File: src/sv/b64d_pkg.sv
// shared types, result codes and the symbol decode table for the base64 decoder
package b64d_pkg;

  localparam logic [7:0] SYM_SKIP = 8'd255;
  localparam logic [7:0] SYM_PAD  = 8'd254;
  localparam int         MAX_RESULTS = 4;

  typedef enum logic [1:0] {
    KIND_BYTE     = 2'd0,
    KIND_DONE     = 2'd1,
    KIND_OVERFLOW = 2'd2
  } kind_t;

  typedef struct packed {
    kind_t       kind;
    logic [7:0]  data;
    logic [23:0] count;
  } result_t;

  // all results caused by one input character, slot 0 first
  typedef struct packed {
    result_t [MAX_RESULTS-1:0] res;
    logic [1:0]                last;
  } bundle_t;

  function automatic logic [7:0] sym_value(input logic [7:0] ch);
    logic [7:0] v;
    v = SYM_SKIP;
    if (ch >= 8'h41 && ch <= 8'h5a) begin
      v = ch - 8'h41;
    end else if (ch >= 8'h61 && ch <= 8'h7a) begin
      v = ch - 8'h61 + 8'd26;
    end else if (ch >= 8'h30 && ch <= 8'h39) begin
      v = ch - 8'h30 + 8'd52;
    end else if (ch == 8'h2b) begin
      v = 8'd62;
    end else if (ch == 8'h2f) begin
      v = 8'd63;
    end else if (ch == 8'h3d) begin
      v = SYM_PAD;
    end
    return v;
  endfunction

endpackage

File: src/sv/b64d_ifs.sv
// valid/ready channel interfaces for characters in and decoded results out
interface b64d_in_if;
  logic       valid;
  logic       ready;
  logic [7:0] symbol;
  logic       message_start;
  logic       message_end;

  modport source(output valid, output symbol, output message_start, output message_end,
                 input ready);
  modport sink(input valid, input symbol, input message_start, input message_end,
               output ready);
endinterface

interface b64d_out_if;
  logic        valid;
  logic        ready;
  logic [1:0]  kind;
  logic [7:0]  out_byte;
  logic [23:0] byte_count;
  logic        last_of_run;

  modport source(output valid, output kind, output out_byte, output byte_count,
                 output last_of_run, input ready);
  modport sink(input valid, input kind, input out_byte, input byte_count,
               input last_of_run, output ready);
endinterface

File: src/sv/base64_decoder.sv
// top level of the streaming base64 decoder
// Streaming Base64 decoder (A-Z a-z 0-9 + / alphabet). One character is taken per beat
// on chars; characters outside the alphabet are dropped, '=' decodes as zero and lowers
// a per-message pad budget that starts at three. Every fourth symbol yields one to three
// decoded bytes, or one overflow result when the group would pass the capacity, after
// which the message is ignored until message_start. message_end adds a done result with
// the byte count. Each character waits in the input register until its results are
// loaded into a bundle register, which hands them out one per cycle while results.ready
// is high; a character that makes no result leaves the input register without waiting.
// The bundle register draining its results sets the pace. The capacity register may only
// be written while no character is in flight.
module base64_decoder #(
  parameter int COUNT_BITS = 24
) (
  input  logic        clk,
  input  logic        rst,
  input  logic        cfg_wr_en,
  input  logic [23:0] cfg_wr_data,
  b64d_in_if.sink     chars,
  b64d_out_if.source  results
);
  import b64d_pkg::*;

  bundle_t bundle;
  logic    bundle_valid;
  logic    take;

  b64d_unit #(.COUNT_BITS(COUNT_BITS)) u_unit (
    .clk          (clk),
    .rst          (rst),
    .cfg_wr_en    (cfg_wr_en),
    .cfg_wr_data  (cfg_wr_data),
    .chars        (chars),
    .take         (take),
    .bundle_valid (bundle_valid),
    .bundle       (bundle)
  );

  b64d_serial u_serial (
    .clk     (clk),
    .rst     (rst),
    .load    (bundle_valid),
    .bundle  (bundle),
    .take    (take),
    .results (results)
  );

endmodule

File: src/sv/b64d_unit.sv
// input register, decoder state and the per-character step that builds a result bundle
module b64d_unit #(
  parameter int COUNT_BITS = 24
) (
  input  logic               clk,
  input  logic               rst,
  input  logic               cfg_wr_en,
  input  logic [23:0]        cfg_wr_data,
  b64d_in_if.sink            chars,
  input  logic               take,
  output logic               bundle_valid,
  output b64d_pkg::bundle_t  bundle
);
  import b64d_pkg::*;

  localparam int CW = ((COUNT_BITS > 24) ? COUNT_BITS : 24) + 1;

  // input register
  logic       in_v;
  logic [7:0] in_sym;
  logic       in_start;
  logic       in_end;

  // decoder state
  logic [23:0]           acc;
  logic [1:0]            sym_cnt;
  logic [1:0]            pad_budget;
  logic [COUNT_BITS-1:0] written;
  logic                  failed;
  logic [23:0]           capacity;

  logic [23:0]           acc0, acc1, acc_next;
  logic [1:0]            cnt0, cnt_next;
  logic [1:0]            pb0, pb1, pb_next;
  logic [COUNT_BITS-1:0] wc0, wc_next;
  logic                  fl0, fl_next;
  logic [7:0]            v;
  logic                  is_sym, is_pad, group, ovf;
  logic [1:0]            n_bytes;
  logic [2:0]            n_total;
  logic                  advance;

  always_comb begin
    acc0 = in_start ? 24'd0 : acc;
    cnt0 = in_start ? 2'd0 : sym_cnt;
    pb0  = in_start ? 2'd3 : pad_budget;
    wc0  = in_start ? '0 : written;
    fl0  = in_start ? 1'b0 : failed;

    v      = sym_value(in_sym);
    is_sym = !fl0 && (v != SYM_SKIP);
    is_pad = (v == SYM_PAD);
    pb1    = (is_pad && pb0 != 2'd0) ? pb0 - 2'd1 : pb0;
    acc1   = {acc0[17:0], (is_pad ? 6'd0 : v[5:0])};
    group  = is_sym && (cnt0 == 2'd3);
    ovf    = (CW'(wc0) + CW'(pb1)) > CW'(capacity);

    n_bytes = 2'd1 + 2'(pb1 > 2'd1) + 2'(pb1 > 2'd2);

    acc_next = acc0;
    cnt_next = cnt0;
    pb_next  = pb0;
    wc_next  = wc0;
    fl_next  = fl0;
    for (int i = 0; i < MAX_RESULTS; i++) begin
      bundle.res[i] = '{kind: KIND_BYTE, data: 8'd0, count: 24'd0};
    end
    n_total = 3'd0;

    if (is_sym) begin
      pb_next  = pb1;
      acc_next = group ? 24'd0 : acc1;
      cnt_next = group ? 2'd0 : cnt0 + 2'd1;
    end
    if (group) begin
      if (ovf) begin
        fl_next = 1'b1;
        bundle.res[0] = '{kind: KIND_OVERFLOW, data: 8'd0, count: 24'(wc0)};
        n_total = 3'd1;
      end else begin
        bundle.res[0] = '{kind: KIND_BYTE, data: acc1[23:16],
                          count: 24'(COUNT_BITS'(wc0 + COUNT_BITS'(1)))};
        bundle.res[1] = '{kind: KIND_BYTE, data: acc1[15:8],
                          count: 24'(COUNT_BITS'(wc0 + COUNT_BITS'(2)))};
        bundle.res[2] = '{kind: KIND_BYTE, data: acc1[7:0],
                          count: 24'(COUNT_BITS'(wc0 + COUNT_BITS'(3)))};
        wc_next = COUNT_BITS'(wc0 + COUNT_BITS'(n_bytes));
        n_total = 3'(n_bytes);
      end
    end
    if (in_end) begin
      bundle.res[n_total[1:0]] = '{kind: KIND_DONE, data: 8'd0, count: 24'(wc_next)};
      n_total = n_total + 3'd1;
    end
    bundle.last = 2'(n_total - 3'd1);
  end

  // an item with no results never waits on the output side
  assign advance      = in_v && (take || n_total == 3'd0);
  assign bundle_valid = advance && (n_total != 3'd0);
  assign chars.ready  = !in_v || advance;

  always_ff @(posedge clk) begin
    if (rst) begin
      in_v       <= 1'b0;
      acc        <= 24'd0;
      sym_cnt    <= 2'd0;
      pad_budget <= 2'd3;
      written    <= '0;
      failed     <= 1'b0;
      capacity   <= 24'hffffff;
    end else begin
      if (cfg_wr_en) begin
        capacity <= cfg_wr_data;
      end
      if (chars.valid && chars.ready) begin
        in_v <= 1'b1;
      end else if (advance) begin
        in_v <= 1'b0;
      end
      if (advance) begin
        acc        <= acc_next;
        sym_cnt    <= cnt_next;
        pad_budget <= pb_next;
        written    <= wc_next;
        failed     <= fl_next;
      end
    end
  end

  always_ff @(posedge clk) begin
    if (chars.valid && chars.ready) begin
      in_sym   <= chars.symbol;
      in_start <= chars.message_start;
      in_end   <= chars.message_end;
    end
  end

  a_end_gives_result: assert property (@(posedge clk) disable iff (rst)
    advance && in_end |-> bundle_valid)
    else $error("message end produced no done result");

  a_failed_holds: assert property (@(posedge clk) disable iff (rst)
    failed && !(advance && in_start) |=> failed)
    else $error("failure cleared without a message start");

  a_held_item: assert property (@(posedge clk) disable iff (rst)
    in_v && !advance |=> in_v && $stable(in_sym) && $stable(in_end))
    else $error("stalled input item lost or changed");

endmodule

File: src/sv/b64d_serial.sv
// result bundle register that hands out one result per output beat
module b64d_serial (
  input  logic              clk,
  input  logic              rst,
  input  logic              load,
  input  b64d_pkg::bundle_t bundle,
  output logic              take,
  b64d_out_if.source        results
);
  import b64d_pkg::*;

  logic    busy;
  logic [1:0] rd;
  logic [1:0] last;
  result_t [MAX_RESULTS-1:0] slots;
  result_t cur;
  logic    final_beat;

  assign cur        = slots[rd];
  assign final_beat = results.valid && results.ready && (rd == last);
  assign take       = !busy || final_beat;

  assign results.valid       = busy;
  assign results.kind        = cur.kind;
  assign results.out_byte    = cur.data;
  assign results.byte_count  = cur.count;
  assign results.last_of_run = (rd == last);

  always_ff @(posedge clk) begin
    if (rst) begin
      busy <= 1'b0;
      rd   <= 2'd0;
      last <= 2'd0;
    end else if (load) begin
      busy <= 1'b1;
      rd   <= 2'd0;
      last <= bundle.last;
    end else if (results.valid && results.ready) begin
      if (rd == last) begin
        busy <= 1'b0;
      end else begin
        rd <= rd + 2'd1;
      end
    end
  end

  always_ff @(posedge clk) begin
    if (load) begin
      slots <= bundle.res;
    end
  end

  a_load_when_free: assert property (@(posedge clk) disable iff (rst)
    load |-> take)
    else $error("bundle loaded over undelivered results");

  a_rd_in_range: assert property (@(posedge clk) disable iff (rst)
    busy |-> rd <= last)
    else $error("read slot beyond last result");

  a_done_is_last: assert property (@(posedge clk) disable iff (rst)
    busy && cur.kind == KIND_DONE |-> rd == last)
    else $error("done result not final in its run");

endmodule

File: src/flat_wrapper.sv
// flat-port wrapper written by rule: the top's interface ports become plain ports
module base64_decoder_flat import b64d_pkg::*;
#(
  parameter int COUNT_BITS = 24
)
  (clk, rst, cfg_wr_en, cfg_wr_data, chars_valid, chars_symbol, chars_message_start, chars_message_end, chars_ready, results_valid, results_kind, results_out_byte, results_byte_count, results_last_of_run, results_ready);
  b64d_in_if chars_i ();
  b64d_out_if results_i ();
  input  logic clk;
  input  logic rst;
  input  logic cfg_wr_en;
  input  logic [23:0] cfg_wr_data;
  input wire logic [$bits(chars_i.valid)-1:0] chars_valid;
  input wire logic [$bits(chars_i.symbol)-1:0] chars_symbol;
  input wire logic [$bits(chars_i.message_start)-1:0] chars_message_start;
  input wire logic [$bits(chars_i.message_end)-1:0] chars_message_end;
  output wire logic [$bits(chars_i.ready)-1:0] chars_ready;
  output wire logic [$bits(results_i.valid)-1:0] results_valid;
  output wire logic [$bits(results_i.kind)-1:0] results_kind;
  output wire logic [$bits(results_i.out_byte)-1:0] results_out_byte;
  output wire logic [$bits(results_i.byte_count)-1:0] results_byte_count;
  output wire logic [$bits(results_i.last_of_run)-1:0] results_last_of_run;
  input wire logic [$bits(results_i.ready)-1:0] results_ready;
  assign chars_i.valid = chars_valid;
  assign chars_i.symbol = chars_symbol;
  assign chars_i.message_start = chars_message_start;
  assign chars_i.message_end = chars_message_end;
  assign chars_ready = chars_i.ready;
  assign results_valid = results_i.valid;
  assign results_kind = results_i.kind;
  assign results_out_byte = results_i.out_byte;
  assign results_byte_count = results_i.byte_count;
  assign results_last_of_run = results_i.last_of_run;
  assign results_i.ready = results_ready;
  base64_decoder #(.COUNT_BITS(COUNT_BITS)) u_core (.clk(clk), .rst(rst), .cfg_wr_en(cfg_wr_en), .cfg_wr_data(cfg_wr_data), .chars(chars_i), .results(results_i));
endmodule
File: config.mk
export PLATFORM = sky130hd
export DESIGN_NAME = base64_decoder_flat
export DESIGN_NICKNAME = d
export VERILOG_FILES = /design/src/sv/b64d_pkg.sv /design/src/sv/b64d_ifs.sv /design/src/sv/base64_decoder.sv /design/src/sv/b64d_unit.sv /design/src/sv/b64d_serial.sv /design/src/flat_wrapper.sv
export SDC_FILE = /design/constraint.sdc
export NUM_CORES = 1
export LEC_CHECK = 0
export BUFFER_PORTS_ARGS = -buffer_cell sky130_fd_sc_hd__buf_4
export CAP_MARGIN = 20
export CORE_MARGIN = 1
export CORE_UTILIZATION = 55
export CTS_CLUSTER_DIAMETER = 80
export DETAILED_ROUTE_END_ITERATION = 8
export GPL_TIMING_DRIVEN = 0
export PLACE_DENSITY_LB_ADDON = 0.15
export RECOVER_POWER = 100
export SLEW_MARGIN = 20
export SYNTH_ARGS = -nofsm -noshare
export SYNTH_HDL_FRONTEND = slang
export SYNTH_SLANG_ARGS = --single-unit
File: constraint.sdc
create_clock -name clk -period 10 [get_ports clk]
set_input_delay 2 -clock clk [delete_from_list [all_inputs] [get_ports clk]]
set_output_delay 2 -clock clk [all_outputs]
set_load 0.03 [all_outputs]
==> out/results.ini <==
[clock_network]
cts-root-buf=clkbuf_16
clk_pin_slew_worst_paths_ns=0.06
cts_tree=done
clock_tree.buffer_depth=3
clock_sinks=212
cts_hold_buf=0
worstSkewPairLatency_ns=0.52
cts_buffers=23
htree_levels=1

[setup_path]
ff2ff_path_depth=30
cp.arrival_ns=7.70
rr_endpoint=u_core.u_unit.sym_cnt[0]$_SDFFE_PP0P_
critPathMaxFanout=11
rrSetupSlack_ns=1.01
cp-end-kind=primary output
critPathLaunchType=flop
r2r_start=u_core.u_unit.in_start$_DFFE_PP_
critPathKind=reg -> out
worstPathRequired_ns=8.00

[drt]
dr_total_vias=11610
drtAntennaViolNets=0
wl_mm=43.61
wl_per_cell_um=24.89
drc=0
drt_iter0_drc=1463
viasPerCell=6.627
drt_first_pass_iters=6

[floorplanning]
coreArea_mm2=0.02271
die_w_um=154.5
fp.dieH_um=154.5
initial_core_util_pct=56.33
ios=76
fp-row-count=55
dieArea_mm2=0.02387

[logic_synthesis]
synth_edf_count=135
syn_inst=1338
synth_cell_types=81
ys_seq_area_share_pct=43.74
netlist_area_mm2=0.01279
yosysWarnings=0
synthFlopType=edfxtp_1
avgSynthCellArea_um2=9.560
synth_fp_nets=1427
synth_seq_cells=212
async_flop_share_pct=0

[pwr]
power.density_mw_per_mm2=133.1
p_sw_w=0.0004622
switching_share_pct=23.93
intPower_w=0.001469
p_leak_nw=5.134
seqPwrFrac_pct=49.6
pwr-share-comb_pct=7.2
p_clk_share_pct=43.2
vdd_drop_max_mv=0.1242
power_w=0.001931

[layout]
area_growth_pct=13.42
n_antenna_cell=0
drive_above_1_share_pct=12.34
final_nets=1539
final_core_util_pct=63.88

[sta]
slew_violations=0
fin_crit_sh_pct=96.96
fin_skew_ns=0.02013
worst_pin_slew_ns=1.092
postLayoutSetupSlackWorst_ns=0.3044
setup_viol_count_final=0
holdWs_ns=0.4801
fmax_mhz=103.1
hold_violations=0
fin_crit_ns=9.696
slew_headroom_pct=27.22

[grt]
grt_first_pass_wirelength_mm=64.94
grt_pass1_vias=10580
grt_max_degree=87
grt_overflow_total=0
busiest_layer=met2
antenna_found_initial=0
met1_usage_pct=52.75
grt_usage_pct=36.48
met3_usage_pct=6.304
grt_use_met2_pct=53.67

[hold_path]
min_from=u_core.u_unit.acc[14]$_SDFFE_PP0P_
hold_class=reg -> reg
worstHoldPathCells=1
hold_end=u_core.u_unit.acc[14]$_SDFFE_PP0P_

[placed_design]
place_hpwl_mm=32.29
pre_cts_ws_ns=-0.1152
place.gp.congestion=1.040
io_buffers=74

[status]
status=completed

[flow_run]
drv_cap=0

## critical path: stages, from the launching register on
cell	delay, ns
edfxtp_1	0.60
buf_2	0.30
clkbuf_1	0.58
clkbuf_1	0.65
nor2b_1	0.10
clkbuf_1	0.29
ha_1	0.38
a21oi_1	0.16
nor4_4	0.35
nand2_1	0.20
nor3_1	0.30
xnor2_1	0.15
ha_1	0.32
nand4_1	0.18
nor4_2	0.41
and3_1	0.20
o32ai_1	0.07
a41o_2	0.34
o21ai_1	0.35
inv_1	0.11
ha_1	0.22
nand2_2	0.27
and2_1	0.24
nor2_1	0.08
nand2_1	0.13
buf_4	0.17
## what timing repair did
action,4_1_cts,5_1_grt
pin swaps,1,4
buffers inserted,1,9
cloned,0,0
resized for setup,6,5
endpoints found under the setup margin,2,1
## sequential cells by signal (all words and copies together), names as in the netlist
signal                         count
u_core.u_serial.results.valid      1
u_core.u_unit.sym_cnt              2
u_core.u_unit.in_start             1
u_core.u_serial.last               2
u_core.u_serial.slots            125
u_core.u_unit.pad_budget           2
u_core.u_unit.written             24
u_core.u_unit.acc                 18
u_core.u_unit.capacity            24
u_core.u_unit.in_v                 1
u_core.u_unit.failed               1
u_core.u_serial.rd                 2
u_core.u_unit.in_end               1
u_core.u_unit.in_sym               8
## per-stage QoR
stage               cells  TNS (ns)  instance area [um^2]
finish               1752         0                 14510
global route         1752  -0.03818                 14510
CTS                  1742         0                 14520
detailed placement   1699   -0.1152                 13750
global placement     1697   -289.53                 13700
floorplan            1338         0                 12790
## kinds of logic after synthesis
kind of cell	share of synthesized area (%)
AND/OR/NAND/NOR	18.68
multiplexers	5.810
buffers and inverters	4.441
flip-flops	43.74
adder cells (fa/ha/maj)	5.008
XOR/XNOR	3.218
AO/OA/AOI/OAI	19.09
## cells in the final DEF, fill, tap and decap left out, drive strengths merged, types with 40 or more instances in the layout
| cell type | n |
|---|---|
| nand2 | 170 |
| edfxtp | 135 |
| clkbuf | 133 |
| a21oi | 88 |
| nor2 | 78 |
| dfxtp | 77 |
| o21ai | 69 |
| buf | 69 |
| inv | 52 |
| ha | 48 |
| nand3 | 45 |
| a31oi | 40 |
## cell usage after synthesis, types with 12 or more instances
master,instances,share of area [%]
nor2_1,76,2.2
clkbuf_1,49,1.4
nand2_1,167,4.9
a21oi_1,85,3.3
o22ai_1,36,1.8
nor3_1,21,0.82
nand2b_1,12,0.59
and3_1,23,1.1
nand4_1,32,1.6
edfxtp_1,135,32
a31oi_1,40,2.0
inv_1,48,1.4
mux2i_1,18,1.4
mux4_2,25,4.4
o21ai_0,64,2.5
buf_2,20,0.78
dfxtp_1,77,12
ha_1,48,4.7
nand3_1,45,1.8
o211ai_1,35,2.1
xnor2_1,39,2.7
or4_1,15,0.88
nor2b_1,23,1.1
a22o_1,12,0.82
and2_1,16,0.78
## power groups by stage
stage / Sequential, W / Combinational, W / Clock [W]
finish: 0.000957 / 0.000140 / 0.000834
global route: 0.000958 / 0.000152 / 0.000872
CTS: 0.000957 / 0.000137 / 0.000837
detailed placement: 0.000976 / 0.000136 / 0
global placement: 0.000978 / 0.000133 / 0
floorplan: 0.000974 / 0.0000871 / 0
## metal layers
metal	vias up	wire, um
met3	123	4834
met2	758	18260
met1	5444	18500
met4	0	2010
li1	5286	-
met5	-	0
## layout make-up
type                            instances  area, um^2
Fill cell                            1953        8202
Multi-Input combinational cell        989        6690
Sequential cell                       212        5595
Clock buffer                           29       628.1
Timing Repair Buffer                   87       560.5
Buffer                                 86       371.6
Tap cell                              285       356.6
Inverter                               51       196.4
Clock inverter                         13       108.9
## worst max path at each step
stage | from | endpoint | slack (ns)
3_3_place_gp | u_core.u_unit.in_sym[0]$_DFFE_PP_ | u_core.u_serial.last[0]$_SDFFE_PP0P_ | -2.29
3_5_place_dp | u_core.u_unit.in_sym[0]$_DFFE_PP_ | chars_ready | -0.12
2_1_floorplan | u_core.u_unit.in_sym[0]$_DFFE_PP_ | u_core.u_serial.last[0]$_SDFFE_PP0P_ | 0.35
6_report | u_core.u_unit.in_start$_DFFE_PP_ | chars_ready | 0.30
5_1_grt | u_core.u_unit.in_sym[1]$_DFFE_PP_ | chars_ready | -0.04
4_1_cts | u_core.u_unit.in_sym[0]$_DFFE_PP_ | chars_ready | 0.13
No activity file was read; power rests on OpenSTA's default activity.
